## config.mk

```make
export PLATFORM = sky130hd
export DESIGN_NAME = nonpreemptive_job_scheduler_flat
export DESIGN_NICKNAME = d
export VERILOG_FILES = /design/src/rtl/njs_pkg.sv /design/src/rtl/njs_req_if.sv /design/src/rtl/njs_rsp_if.sv /design/src/rtl/njs_slot_mem.sv /design/src/rtl/njs_rank_unit.sv /design/src/rtl/nonpreemptive_job_scheduler.sv /design/src/flat_wrapper.sv
export VERILOG_INCLUDE_DIRS = /design/src /design/src/rtl
export SDC_FILE = /design/constraint.sdc
export NUM_CORES = 2
export LEC_CHECK = 0
export BUFFER_PORTS_ARGS = -buffer_cell sky130_fd_sc_hd__buf_2
export CORE_MARGIN = 1.5
export CORE_UTILIZATION = 48
export CTS_CLUSTER_SIZE = 16
export DETAILED_ROUTE_END_ITERATION = 10
export SYNTH_ARGS = -nofsm -noshare
export SYNTH_HDL_FRONTEND = slang
export SYNTH_HIERARCHICAL = 1
export SYNTH_SLANG_ARGS = --single-unit
```

## constraint.sdc

```tcl
create_clock -name clk -period 24 [get_ports clk]
set_clock_uncertainty 0.2 [all_clocks]
set_input_delay 2.4 -clock clk [delete_from_list [all_inputs] [get_ports clk]]
set_output_delay 2.4 -clock clk [all_outputs]
set_load 0.03 [all_outputs]
```

## src/rtl/assert_macros.svh

```systemverilog
// Assertion macros shared by the scheduler RTL; define NO_ASSERTIONS to compile them out.
`ifndef ASSERT_MACROS_SVH
`define ASSERT_MACROS_SVH
`ifndef NO_ASSERTIONS
// Property checked on every clock edge outside reset
`define ASSERT_PROP(label, prop, msg) \
	label: assert property (@(posedge clk) disable iff (!arst_n) prop) else $error(msg);
// Condition that must never hold outside reset
`define ASSERT_NEVER(label, expr, msg) \
	label: assert property (@(posedge clk) disable iff (!arst_n) !(expr)) else $error(msg);
`else
`define ASSERT_PROP(label, prop, msg)
`define ASSERT_NEVER(label, expr, msg)
`endif
`endif

```

## src/rtl/njs_pkg.sv

```systemverilog
// Types and constants shared by the job scheduler modules.
package njs_pkg;

	localparam int ID_W   = 8;
	localparam int NEED_W = 16;
	localparam int OUT_W  = 16;

	typedef enum logic {
		CMD_ARRIVE = 1'b0,
		CMD_TICK   = 1'b1
	} cmd_t;

	typedef enum logic [1:0] {
		POL_FCFS   = 2'd0,
		POL_SJF    = 2'd1,
		POL_HRRN   = 2'd2,
		POL_UNUSED = 2'd3	// decodes as FCFS
	} policy_t;

	typedef enum logic [2:0] {
		S_IDLE,
		S_READ,
		S_PREP,
		S_MUL_L,
		S_MUL_R,
		S_CMP,
		S_DISPATCH,
		S_RESULT
	} state_t;

	// Sequencer strobes into the ranking unit
	typedef struct packed {
		logic load_lhs;
		logic load_rhs;
	} rank_ctl_t;

	// One result transaction
	typedef struct packed {
		logic              accepted;
		logic              running_valid;
		logic [ID_W-1:0]   running_id;
		logic              done_valid;
		logic [ID_W-1:0]   done_id;
		logic [OUT_W-1:0]  finish_time;
		logic [OUT_W-1:0]  turnaround;
		logic [NEED_W-1:0] done_need;
	} rsp_t;

endpackage

```

## src/rtl/njs_req_if.sv

```systemverilog
// Request channel: arrive or tick commands into the scheduler.
interface njs_req_if;
	logic                        valid;
	logic                        ready;
	njs_pkg::cmd_t               cmd;
	logic [njs_pkg::ID_W-1:0]    job_id;
	logic [njs_pkg::NEED_W-1:0]  service_need;

	modport source (output valid, cmd, job_id, service_need, input ready);
	modport sink   (input valid, cmd, job_id, service_need, output ready);
endinterface

```

## src/rtl/njs_rsp_if.sv

```systemverilog
// Response channel: one result per accepted command.
interface njs_rsp_if;
	logic                        valid;
	logic                        ready;
	logic                        accepted;
	logic                        running_valid;
	logic [njs_pkg::ID_W-1:0]    running_id;
	logic                        done_valid;
	logic [njs_pkg::ID_W-1:0]    done_id;
	logic [njs_pkg::OUT_W-1:0]   finish_time;
	logic [njs_pkg::OUT_W-1:0]   turnaround;
	logic [njs_pkg::NEED_W-1:0]  done_need;

	modport source (output valid, accepted, running_valid, running_id, done_valid, done_id,
		finish_time, turnaround, done_need, input ready);
	modport sink   (input valid, accepted, running_valid, running_id, done_valid, done_id,
		finish_time, turnaround, done_need, output ready);
endinterface

```

## src/rtl/njs_slot_mem.sv

```systemverilog
// Ready-queue storage: id, arrival time and need per slot, one write and one registered read port.
module njs_slot_mem #(
	parameter int DEPTH     = 16,
	parameter int TIME_BITS = 16
) (
	input  logic                         clk,
	input  logic                         we,
	input  logic [$clog2(DEPTH)-1:0]     waddr,
	input  logic [njs_pkg::ID_W-1:0]     wid,
	input  logic [TIME_BITS-1:0]         warr,
	input  logic [njs_pkg::NEED_W-1:0]   wneed,
	input  logic [$clog2(DEPTH)-1:0]     raddr,
	output logic [njs_pkg::ID_W-1:0]     rid,
	output logic [TIME_BITS-1:0]         rarr,
	output logic [njs_pkg::NEED_W-1:0]   rneed
);
	import njs_pkg::*;

	logic [ID_W-1:0]      id_mem   [DEPTH];
	logic [TIME_BITS-1:0] arr_mem  [DEPTH];
	logic [NEED_W-1:0]    need_mem [DEPTH];

	// write port
	always_ff @(posedge clk) begin
		if (we) begin
			id_mem[waddr]   <= wid;
			arr_mem[waddr]  <= warr;
			need_mem[waddr] <= wneed;
		end
	end

	// registered read port
	always_ff @(posedge clk) begin
		rid   <= id_mem[raddr];
		rarr  <= arr_mem[raddr];
		rneed <= need_mem[raddr];
	end
endmodule

```

## src/rtl/njs_rank_unit.sv

```systemverilog
// Shared ranking unit: one multiplier for the response-ratio cross products and the comparator.
module njs_rank_unit #(
	parameter int TIME_BITS = 16
) (
	input  logic                          clk,
	input  njs_pkg::rank_ctl_t            ctl,
	input  logic [1:0]                    policy,
	input  logic [TIME_BITS-1:0]          cand_wait,
	input  logic [((TIME_BITS > njs_pkg::NEED_W) ? TIME_BITS : njs_pkg::NEED_W):0] cand_sum,
	input  logic [njs_pkg::NEED_W-1:0]    cand_need,
	input  logic [TIME_BITS-1:0]          best_wait,
	input  logic [((TIME_BITS > njs_pkg::NEED_W) ? TIME_BITS : njs_pkg::NEED_W):0] best_sum,
	input  logic [njs_pkg::NEED_W-1:0]    best_need,
	output logic                          better
);
	import njs_pkg::*;

	localparam int SUM_W  = ((TIME_BITS > NEED_W) ? TIME_BITS : NEED_W) + 1;
	localparam int PROD_W = SUM_W + NEED_W;

	logic [SUM_W-1:0]  mul_a;
	logic [NEED_W-1:0] mul_b;
	logic [PROD_W-1:0] prod;
	logic [PROD_W-1:0] lhs_q;
	logic [PROD_W-1:0] rhs_q;
	logic              wait_gt;

	// operand select: (wc+nc)*nb first, then (wb+nb)*nc
	assign mul_a = ctl.load_lhs ? cand_sum : best_sum;
	assign mul_b = ctl.load_lhs ? best_need : cand_need;
	assign prod  = PROD_W'(mul_a) * PROD_W'(mul_b);

	always_ff @(posedge clk) begin
		if (ctl.load_lhs) begin
			lhs_q <= prod;
		end
		if (ctl.load_rhs) begin
			rhs_q <= prod;
		end
	end

	// longer wait breaks every tie
	assign wait_gt = cand_wait > best_wait;

	always_comb begin
		case (policy)
			POL_SJF: begin
				better = (cand_need != best_need) ? (cand_need < best_need) : wait_gt;
			end
			POL_HRRN: begin
				better = (lhs_q != rhs_q) ? (lhs_q > rhs_q) : wait_gt;
			end
			default: begin
				better = wait_gt;
			end
		endcase
	end
endmodule

```

## src/rtl/nonpreemptive_job_scheduler.sv

```systemverilog
// Non-preemptive FCFS / SJF / HRRN job scheduler driven by arrive and tick transactions.
// Arrive, or tick that keeps a running job: result registered once the output register is
// free, next transaction accepted after that. Tick with an idle or retiring processor: one
// pass over all slots with a single comparator; an empty slot takes READ, a filled one READ,
// PREP, CMP (and MUL_L, MUL_R under HRRN once a best exists), then DISPATCH and RESULT.
// Async reset clears control, time, running job and slot valid bits; slot contents are not reset.
`include "assert_macros.svh"
module nonpreemptive_job_scheduler #(
	parameter int QUEUE_DEPTH = 16,
	parameter int TIME_BITS   = 16
) (
	input  logic             clk,
	input  logic             arst_n,
	input  logic             policy_we,
	input  logic [1:0]       policy_wdata,
	njs_req_if.sink          req,
	njs_rsp_if.source        rsp
);
	import njs_pkg::*;

	localparam int IDX_W = $clog2(QUEUE_DEPTH);
	localparam int SUM_W = ((TIME_BITS > NEED_W) ? TIME_BITS : NEED_W) + 1;
	localparam logic [IDX_W-1:0] LAST_IDX = IDX_W'(QUEUE_DEPTH - 1);

	state_t                 state_q, state_d;
	logic [1:0]             policy_q;
	logic [QUEUE_DEPTH-1:0] slot_valid_q;
	logic [TIME_BITS-1:0]   now_q;
	logic                   busy_q;
	logic [ID_W-1:0]        cur_id_q;
	logic [TIME_BITS-1:0]   cur_arr_q;
	logic [NEED_W-1:0]      cur_need_q;
	logic [NEED_W-1:0]      cur_used_q;
	logic [IDX_W-1:0]       scan_idx_q;
	logic                   found_q;
	logic                   out_valid_q;
	rsp_t                   out_q;

	// candidate and best-so-far registers
	logic [TIME_BITS-1:0]   cand_wait_q;
	logic [SUM_W-1:0]       cand_sum_q;
	logic [IDX_W-1:0]       best_idx_q;
	logic [ID_W-1:0]        best_id_q;
	logic [TIME_BITS-1:0]   best_arr_q;
	logic [NEED_W-1:0]      best_need_q;
	logic [TIME_BITS-1:0]   best_wait_q;
	logic [SUM_W-1:0]       best_sum_q;

	// pending result fields
	logic                   res_accepted_q;
	logic                   res_done_valid_q;
	logic [ID_W-1:0]        res_done_id_q;
	logic [OUT_W-1:0]       res_finish_q;
	logic [OUT_W-1:0]       res_turn_q;
	logic [NEED_W-1:0]      res_need_q;

	logic                   acc;
	logic                   is_tick;
	logic                   retire;
	logic                   has_free;
	logic [IDX_W-1:0]       free_idx;
	logic                   scan_last;
	logic                   take;
	logic                   better;
	logic                   load_out;
	logic [NEED_W-1:0]      wneed;
	logic [TIME_BITS-1:0]   prep_wait;
	rank_ctl_t              rank_ctl;
	logic [ID_W-1:0]        rd_id;
	logic [TIME_BITS-1:0]   rd_arr;
	logic [NEED_W-1:0]      rd_need;

	// command decode
	assign acc       = req.valid && req.ready;
	assign is_tick   = (req.cmd == CMD_TICK);
	assign retire    = busy_q && (cur_used_q >= cur_need_q);
	assign has_free  = ~&slot_valid_q;
	assign scan_last = (scan_idx_q == LAST_IDX);
	assign take      = !found_q || better;
	assign load_out  = (state_q == S_RESULT) && (!out_valid_q || rsp.ready);
	assign wneed     = (req.service_need == '0) ? NEED_W'(1) : req.service_need;
	assign prep_wait = now_q - rd_arr;

	// lowest free slot
	always_comb begin
		free_idx = '0;
		for (int i = QUEUE_DEPTH - 1; i >= 0; i--) begin
			if (!slot_valid_q[i]) begin
				free_idx = IDX_W'(i);
			end
		end
	end

	njs_slot_mem #(
		.DEPTH     (QUEUE_DEPTH),
		.TIME_BITS (TIME_BITS)
	) u_mem (
		.clk   (clk),
		.we    (acc && !is_tick && has_free),
		.waddr (free_idx),
		.wid   (req.job_id),
		.warr  (now_q),
		.wneed (wneed),
		.raddr (scan_idx_q),
		.rid   (rd_id),
		.rarr  (rd_arr),
		.rneed (rd_need)
	);

	njs_rank_unit #(
		.TIME_BITS (TIME_BITS)
	) u_rank (
		.clk       (clk),
		.ctl       (rank_ctl),
		.policy    (policy_q),
		.cand_wait (cand_wait_q),
		.cand_sum  (cand_sum_q),
		.cand_need (rd_need),
		.best_wait (best_wait_q),
		.best_sum  (best_sum_q),
		.best_need (best_need_q),
		.better    (better)
	);

	// next state
	always_comb begin
		state_d = state_q;
		unique case (state_q)
			S_IDLE: begin
				if (acc) begin
					if (is_tick && !(busy_q && !retire)) begin
						state_d = S_READ;
					end else begin
						state_d = S_RESULT;
					end
				end
			end
			S_READ: begin
				if (slot_valid_q[scan_idx_q]) begin
					state_d = S_PREP;
				end else if (scan_last) begin
					state_d = S_DISPATCH;
				end
			end
			S_PREP: begin
				state_d = (found_q && policy_q == POL_HRRN) ? S_MUL_L : S_CMP;
			end
			S_MUL_L:    state_d = S_MUL_R;
			S_MUL_R:    state_d = S_CMP;
			S_CMP: begin
				state_d = scan_last ? S_DISPATCH : S_READ;
			end
			S_DISPATCH: state_d = S_RESULT;
			S_RESULT: begin
				if (load_out) begin
					state_d = S_IDLE;
				end
			end
			default:    state_d = S_IDLE;
		endcase
	end

	// sequencer outputs
	always_comb begin
		req.ready         = (state_q == S_IDLE);
		rank_ctl.load_lhs = (state_q == S_MUL_L);
		rank_ctl.load_rhs = (state_q == S_MUL_R);
	end

	// control state
	always_ff @(posedge clk or negedge arst_n) begin
		if (!arst_n) begin
			state_q      <= S_IDLE;
			policy_q     <= POL_FCFS;
			slot_valid_q <= '0;
			now_q        <= '0;
			busy_q       <= 1'b0;
			cur_id_q     <= '0;
			cur_arr_q    <= '0;
			cur_need_q   <= '0;
			cur_used_q   <= '0;
			scan_idx_q   <= '0;
			found_q      <= 1'b0;
			out_valid_q  <= 1'b0;
		end else begin
			state_q <= state_d;
			if (policy_we) begin
				policy_q <= policy_wdata;
			end
			case (state_q)
				S_IDLE: begin
					if (acc && is_tick) begin
						scan_idx_q <= '0;
						found_q    <= 1'b0;
						if (retire) begin
							busy_q <= 1'b0;
						end else if (busy_q) begin
							now_q      <= now_q + TIME_BITS'(1);
							cur_used_q <= cur_used_q + NEED_W'(1);
						end
					end else if (acc && has_free) begin
						slot_valid_q[free_idx] <= 1'b1;
					end
				end
				S_READ: begin
					if (!slot_valid_q[scan_idx_q] && !scan_last) begin
						scan_idx_q <= scan_idx_q + IDX_W'(1);
					end
				end
				S_CMP: begin
					if (take) begin
						found_q <= 1'b1;
					end
					if (!scan_last) begin
						scan_idx_q <= scan_idx_q + IDX_W'(1);
					end
				end
				S_DISPATCH: begin
					now_q <= now_q + TIME_BITS'(1);
					if (found_q) begin
						slot_valid_q[best_idx_q] <= 1'b0;
						busy_q     <= 1'b1;
						cur_id_q   <= best_id_q;
						cur_arr_q  <= best_arr_q;
						cur_need_q <= best_need_q;
						cur_used_q <= NEED_W'(1);
					end
				end
				default: begin
				end
			endcase
			// output register handshake
			if (load_out) begin
				out_valid_q <= 1'b1;
			end else if (rsp.ready) begin
				out_valid_q <= 1'b0;
			end
		end
	end

	// datapath registers
	always_ff @(posedge clk) begin
		case (state_q)
			S_IDLE: begin
				if (acc && is_tick) begin
					res_accepted_q   <= 1'b1;
					res_done_valid_q <= retire;
					res_done_id_q    <= retire ? cur_id_q : '0;
					res_finish_q     <= retire ? OUT_W'(now_q) : '0;
					res_turn_q       <= retire ? (OUT_W'(now_q) - OUT_W'(cur_arr_q)) : '0;
					res_need_q       <= retire ? cur_need_q : '0;
				end else if (acc) begin
					res_accepted_q   <= has_free;
					res_done_valid_q <= 1'b0;
					res_done_id_q    <= '0;
					res_finish_q     <= '0;
					res_turn_q       <= '0;
					res_need_q       <= '0;
				end
			end
			S_PREP: begin
				cand_wait_q <= prep_wait;
				cand_sum_q  <= SUM_W'(prep_wait) + SUM_W'(rd_need);
			end
			S_CMP: begin
				if (take) begin
					best_idx_q  <= scan_idx_q;
					best_id_q   <= rd_id;
					best_arr_q  <= rd_arr;
					best_need_q <= rd_need;
					best_wait_q <= cand_wait_q;
					best_sum_q  <= cand_sum_q;
				end
			end
			default: begin
			end
		endcase
		if (load_out) begin
			out_q.accepted      <= res_accepted_q;
			out_q.running_valid <= busy_q;
			out_q.running_id    <= busy_q ? cur_id_q : '0;
			out_q.done_valid    <= res_done_valid_q;
			out_q.done_id       <= res_done_id_q;
			out_q.finish_time   <= res_finish_q;
			out_q.turnaround    <= res_turn_q;
			out_q.done_need     <= res_need_q;
		end
	end

	// response port
	assign rsp.valid         = out_valid_q;
	assign rsp.accepted      = out_q.accepted;
	assign rsp.running_valid = out_q.running_valid;
	assign rsp.running_id    = out_q.running_id;
	assign rsp.done_valid    = out_q.done_valid;
	assign rsp.done_id       = out_q.done_id;
	assign rsp.finish_time   = out_q.finish_time;
	assign rsp.turnaround    = out_q.turnaround;
	assign rsp.done_need     = out_q.done_need;

	// a running job always has a nonzero need
	`ASSERT_PROP(a_need_nonzero, busy_q |-> (cur_need_q != '0), "running job with zero need")
	// the dispatched slot is still occupied at dispatch
	`ASSERT_PROP(a_best_valid, (state_q == S_DISPATCH) && found_q |-> slot_valid_q[best_idx_q], "dispatching an empty slot")
	// dispatch frees exactly one slot
	`ASSERT_PROP(a_dispatch_pop, (state_q == S_DISPATCH) && found_q |=> ($countones(slot_valid_q) + 1 == $past($countones(slot_valid_q))), "dispatch did not free one slot")
	// a blocked result keeps the sequencer waiting
	`ASSERT_PROP(a_result_hold, (state_q == S_RESULT) && out_valid_q && !rsp.ready |=> (state_q == S_RESULT), "result dropped while output full")
endmodule

```

## src/flat_wrapper.sv

```systemverilog
// flat-port wrapper written by rule: the top's interface ports become plain ports
module nonpreemptive_job_scheduler_flat import njs_pkg::*;
#(
	parameter int QUEUE_DEPTH = 16,
	parameter int TIME_BITS   = 16
)
  (clk, arst_n, policy_we, policy_wdata, req_valid, req_cmd, req_job_id, req_service_need, req_ready, rsp_valid, rsp_accepted, rsp_running_valid, rsp_running_id, rsp_done_valid, rsp_done_id, rsp_finish_time, rsp_turnaround, rsp_done_need, rsp_ready);
  njs_req_if req_i ();
  njs_rsp_if rsp_i ();
  input  logic clk;
  input  logic arst_n;
  input  logic policy_we;
  input  logic [1:0] policy_wdata;
  input wire logic [$bits(req_i.valid)-1:0] req_valid;
  input wire logic [$bits(req_i.cmd)-1:0] req_cmd;
  input wire logic [$bits(req_i.job_id)-1:0] req_job_id;
  input wire logic [$bits(req_i.service_need)-1:0] req_service_need;
  output wire logic [$bits(req_i.ready)-1:0] req_ready;
  output wire logic [$bits(rsp_i.valid)-1:0] rsp_valid;
  output wire logic [$bits(rsp_i.accepted)-1:0] rsp_accepted;
  output wire logic [$bits(rsp_i.running_valid)-1:0] rsp_running_valid;
  output wire logic [$bits(rsp_i.running_id)-1:0] rsp_running_id;
  output wire logic [$bits(rsp_i.done_valid)-1:0] rsp_done_valid;
  output wire logic [$bits(rsp_i.done_id)-1:0] rsp_done_id;
  output wire logic [$bits(rsp_i.finish_time)-1:0] rsp_finish_time;
  output wire logic [$bits(rsp_i.turnaround)-1:0] rsp_turnaround;
  output wire logic [$bits(rsp_i.done_need)-1:0] rsp_done_need;
  input wire logic [$bits(rsp_i.ready)-1:0] rsp_ready;
  assign req_i.valid = req_valid;
  assign req_i.cmd = req_cmd;
  assign req_i.job_id = req_job_id;
  assign req_i.service_need = req_service_need;
  assign req_ready = req_i.ready;
  assign rsp_valid = rsp_i.valid;
  assign rsp_accepted = rsp_i.accepted;
  assign rsp_running_valid = rsp_i.running_valid;
  assign rsp_running_id = rsp_i.running_id;
  assign rsp_done_valid = rsp_i.done_valid;
  assign rsp_done_id = rsp_i.done_id;
  assign rsp_finish_time = rsp_i.finish_time;
  assign rsp_turnaround = rsp_i.turnaround;
  assign rsp_done_need = rsp_i.done_need;
  assign rsp_i.ready = rsp_ready;
  nonpreemptive_job_scheduler #(.QUEUE_DEPTH(QUEUE_DEPTH), .TIME_BITS(TIME_BITS)) u_core (.clk(clk), .arst_n(arst_n), .policy_we(policy_we), .policy_wdata(policy_wdata), .req(req_i), .rsp(rsp_i));
endmodule
```

# Word level (Yosys, flattened, before mapping)
# Memories as Yosys holds them, arrays and structs flattened. A register that Yosys moved wholly into a read port is not among the register bits.
# Cells that the tools add are included.
# W data, S select, Z words.
[totals]
reg_bits = 401
latchBits = 0
ramBits = 640
romBits = 0
in_bits = 32
out_inout_bits = 69
elab_cells = 201
n_memories = 3
[op_classes]
add_sub_neg = 6
n_mul = 1
div = 0
magnitude_cmp = 9
n_eq_ne = 25
shift = 0
muxes = 77
bitwise = 3
reduce_logical = 41
[mem_list]
columns = ["name", "depth", "width", "rd", "rd_clocked_by_memory_dff", "wr", "line", "rtl"]
rows = [
  ["u_core.u_mem.arr_mem", 16, 16, 1, 1, 1, "njs_slot_mem.sv:20", "logic [TIME_BITS-1:0] arr_mem [DEPTH];"],
  ["u_core.u_mem.need_mem", 16, 16, 1, 1, 1, "njs_slot_mem.sv:21", "logic [NEED_W-1:0] need_mem [DEPTH];"],
  ["u_core.u_mem.id_mem", 16, 8, 1, 1, 1, "njs_slot_mem.sv:19", "logic [ID_W-1:0] id_mem [DEPTH];"],
]
[ops]
columns = ["op", "count"]
rows = [
  ["$mux W16", 19],
  ["$pmux W16 S2", 3],
  ["$mux W4", 19],
  ["$gt A33 B33 Y1", 1],
  ["$mul A17 B16 Y33", 1],
  ["$ne A33 B33 Y1", 1],
  ["$add A16 B1 Y16 const B", 2],
  ["$sub A16 B16 Y16", 2],
  ["$mux W8", 3],
  ["$pmux W3 S8", 1],
  ["$mux W3", 7],
  ["$add A16 B16 Y17", 1],
  ["$mux W1", 17],
  ["$mux W17", 1],
  ["$and A16 B16 Y16", 1],
  ["$ge A16 B16 Y1", 1],
  ["$gt A16 B16 Y1", 1],
  ["$logic_not A16 Y1", 1],
  ["$lt A16 B16 Y1", 1],
  ["$ne A16 B16 Y1", 1],
  ["$ne A2 B2 Y1 const B", 8],
  ["$not A16 Y16", 1],
  ["$or A16 B16 Y16", 1],
  ["$reduce_and A16 Y1", 1],
  ["25 further kinds", 67],
]

# Depth between registers and ports, before layout
[depth]
depth_word = 24
ltp_mapped = 30
depth_no_buf = 25

# Cells and area by module
# The synthesis kept the hierarchy.
[modules_own_cells]
columns = ["mod", "instances", "cells_per_inst", "area_each_um2", "seq_area_each_um2"]
rows = [
  ["njs_slot_mem", 1, 1040, 25131.6, 20019.2],
  ["nonpreemptive_job_scheduler", 1, 1161, 14589.0, 9559.2],
  ["njs_rank_unit", 1, 1383, 13013.7, 1981.9],
]

# Worst setup path before layout
# Ideal clock, no wire load.
[synth_timing]
kind = "flip-flop to flip-flop"
from = "register u_core.state_q[0]"
to = "register u_core.u_rank.lhs_q[29], data pin"
setup_time_ps = 197
arrival_ps = 8476
required_time_ps = 23603
slack_ps = 15127
path_stages_with_launch = 29
path_buffers = 6
synth_period_minus_slack_ps = 8873
cell_sequence = "dfrtp_1 clkbuf_1 clkbuf_1 and3_1 clkbuf_1 clkbuf_1 buf_1 mux2i_1 nor2_1 fa_1 inv_1 fa_1 inv_1 fa_1 fa_1 fa_1 inv_1 fa_1 inv_1 ha_1 buf_6 and3_4 a41oi_2 o21ai_2 o21bai_2 a21oi_2 o41ai_2 or4b_1 o311ai_1"
[synth_rtl]
columns = ["item", "line", "rtl"]
rows = [
  ["from (decl)", "nonpreemptive_job_scheduler.sv:25", "state_t state_q, state_d;"],
  ["from (signal assigned)", "nonpreemptive_job_scheduler.sv:186", "state_q <= state_d;"],
  ["to (signal assigned)", "njs_rank_unit.sv:35", "lhs_q <= prod;"],
  ["to (decl)", "njs_rank_unit.sv:24", "logic [PROD_W-1:0] lhs_q;"],
]

==> metrics.txt <==
run status=finished, final reports clean; worst slew margin relative to its limit=15.13%; grt ovf=0; CTS root buf=clkbuf_16; Die Span Y=334.5 µm; Syn Std Cell Area=52,730 µm²; post-synthesis sequential area ratio=59.85%; syn_nets=4,064; via count=29,657; Nets=4,220; largest net degree at the start of global routing=83; Async SR Flop Fraction=9.251%; DP HPWL=79.51 mm; core area=108,900 µm²; CTS Buf Count=111; Hold WS=212.8 ps; clock slew seen by the registers of the worst setup and hold paths=60 ps; # resized after CTS=0; Syn. warnings=6; commonest non-fill, non-tap cell in the layout=edfxtp_1; worst setup path class=flop to flop; IO Port Bufs=100; post-route setup slack=14,660 ps; worst hold path depth=0; CP Capture Type=flop; first-pass GRT wire length=187.4 mm; CTS tree=yes; CTS H-Tree Depth=3; Vias/cell=5.646; drt drc=0; antenna violations before repair=13; Post-synth EDFFs=941; max-slew violation count=0; Design Area, Final=58,790 µm²; DRT Wirelength=124.3 mm; RD Place Congestion=0.8906; reg2reg start=u_core/state_q[1]; max-cap violation count=0; Hold-fix buffers, CTS=0; CTS Sinks=1,081; chip width=334.5 µm; Worst R2R End=u_core/u_rank/lhs_q[29]; Top Ports=101; synthesized area per cell=14.71 µm²; Reg2Reg Depth=23; crit path launch type=flop; post-CTS setup buffer count=0; Die Area=111,900 µm²; share of post-route cells with drive strength above 1=13.82%; synthesized instance count=3,584; Post-DP Area=55,000 µm²; Least-Margin Pin Slew=1238 ps; DP Worst Slack=14,760 ps; vias in the first global route=30,120; Max Clk Rate=0.1071 GHz; clock buffer depth=3; flop-to-flop setup slack=14,660 ps; fin crit share=38.90%; most frequent cells in the layout=edfxtp_1, inv_1, nand2_1; Top FF cell, synth=edfxtp_1; worst path required time=24,300 ps; effective utilization at floorplan=48.45%; DRT antenna net count=0; CP Max Fanout=57; # setup viols final=0; area share of the largest cell type after synthesis=53.58%; Hold Path Sink=u_core/best_id_q[7]; Synth area leader=edfxtp_1; drt first-iter violations=2,520; setup TNS=0 ps; routed length per instance=23.67 µm; gr usage total=22.64%; Area growth syn-to-layout=11.49%; setup repair after global routing missed its margin=no; Cell Rows=121; minimum clock period=9335 ps; clk_lat worst skew=710 ps; CP arrival=9630 ps; largest cells by area after synthesis=edfxtp_1, fa_1, ha_1; worst min-delay path startpoint=u_core/u_mem/rid[7]; unique cell type count in the Yosys netlist=89; Hold Path Class=flop to flop; #FFs+latches synth=1,081; DRT Pass-1 Iters=5; Hold Fails Final Rpt=0
-- cell families (layout without fill, tap and decap cells) --
family / after synthesis / after routing / share of synthesized area [%]
xor+xnor: 87 / 87 / 1.445
buf+inv: 505 / 757 / 4.022
simple gates: 790 / 790 / 6.696
mux: 230 / 230 / 8.788
flops: 1081 / 1081 / 59.85
compound gates: 443 / 443 / 5.569
other cells: 0 / 3 / 0
fa+ha+maj: 448 / 448 / 13.63
-- synth_stat cells (17+ instances only) --
master,instances
inv_1,383
a21o_1,39
a21oi_1,83
mux2i_1,31
o21a_1,17
dfxtp_1,40
nor2b_1,17
clkbuf_1,88
and3_1,36
dfrtp_1,100
nand4_1,28
mux4_2,105
mux4_1,60
edfxtp_1,941
mux2_2,34
xor2_1,26
ha_1,237
fa_1,211
nand3_1,31
o21ai_0,107
nand2_1,321
xnor2_1,61
nor2_1,240
nor3_1,34
a22oi_1,80
-- layer usage --
| metal | up-vias | share of wire, % | global-route usage, % |
|---|---|---|---|
| met5 | - | 0 | 0 |
| met4 | 0 | 2.3 | 5.435 |
| met1 | 15228 | 43 | 31.42 |
| met3 | 184 | 6.2 | 3.955 |
| li1 | 13417 | - | - |
| met2 | 828 | 48 | 37.35 |
-- worst max path at each step --
stage | from | endpoint | slack (ps) | cells after the start
2_1_floorplan | u_core/state_q[0] | u_core/u_rank/lhs_q[29] | 15130 | 28
3_3_place_gp | u_core/state_q[1] | u_core/u_rank/lhs_q[29] | 14880 | 23
3_5_place_dp | u_core/state_q[1] | u_core/u_rank/lhs_q[29] | 14760 | 23
4_1_cts | u_core/state_q[1] | u_core/u_rank/lhs_q[29] | 14720 | 23
5_1_grt | u_core/state_q[1] | u_core/u_rank/lhs_q[29] | 14090 | 23
6_report | u_core/state_q[1] | u_core/u_rank/lhs_q[29] | 14660 | 23
-- registers in the layout, summed over array words and instances (netlist names), 17 cells and up --
register	count
u_core/u_rank/lhs_q	33
u_core/u_rank/rhs_q	33
u_core/cand_sum_q	17
u_core/best_sum_q	17
u_core/u_mem/arr_mem	256
u_core/u_mem/need_mem	256
u_core/u_mem/id_mem	128
-- worst max-delay path, cell delays in order (launching register included) --
cell and delay [ps]:
dfrtp_1 740, and3_4 740, buf_4 770, mux2i_1 960, nor2_1 180, fa_1 570
inv_1 50, fa_1 470, inv_1 50, fa_1 510, fa_1 470, fa_1 510
inv_1 50, fa_1 520, inv_1 40, ha_1 370, a211oi_1 250, o21ai_1 90
o211ai_1 140, o22a_1 220, a21oi_2 90, o41ai_2 400, or4b_1 470, o311ai_1 110
-- metrics by stage --
stage | instances | utilization, %
global placement | 5041 | 50.53
detailed placement | 5041 | 50.53
floorplan | 3584 | -
global route | 5251 | 54.01
finish | 5253 | 54.01
CTS | 5250 | 54.00
-- cell type report --
| class | instances | area (µm²) |
|---|---|---|
| Clock buffer | 137 | 2935 |
| Clock inverter | 72 | 847.1 |
| Antenna cell | 3 | 7.507 |
| Fill cell | 8846 | 50060 |
| Inverter | 383 | 1438 |
| Sequential cell | 1081 | 31570 |
| Tap cell | 1414 | 1769 |
| Timing Repair Buffer | 165 | 991.0 |
| Multi-Input combinational cell | 1998 | 19240 |
Power is left out: the tool's default activity adds up to more than one toggle a clock period on the data nets, which glitch-free logic cannot reach.
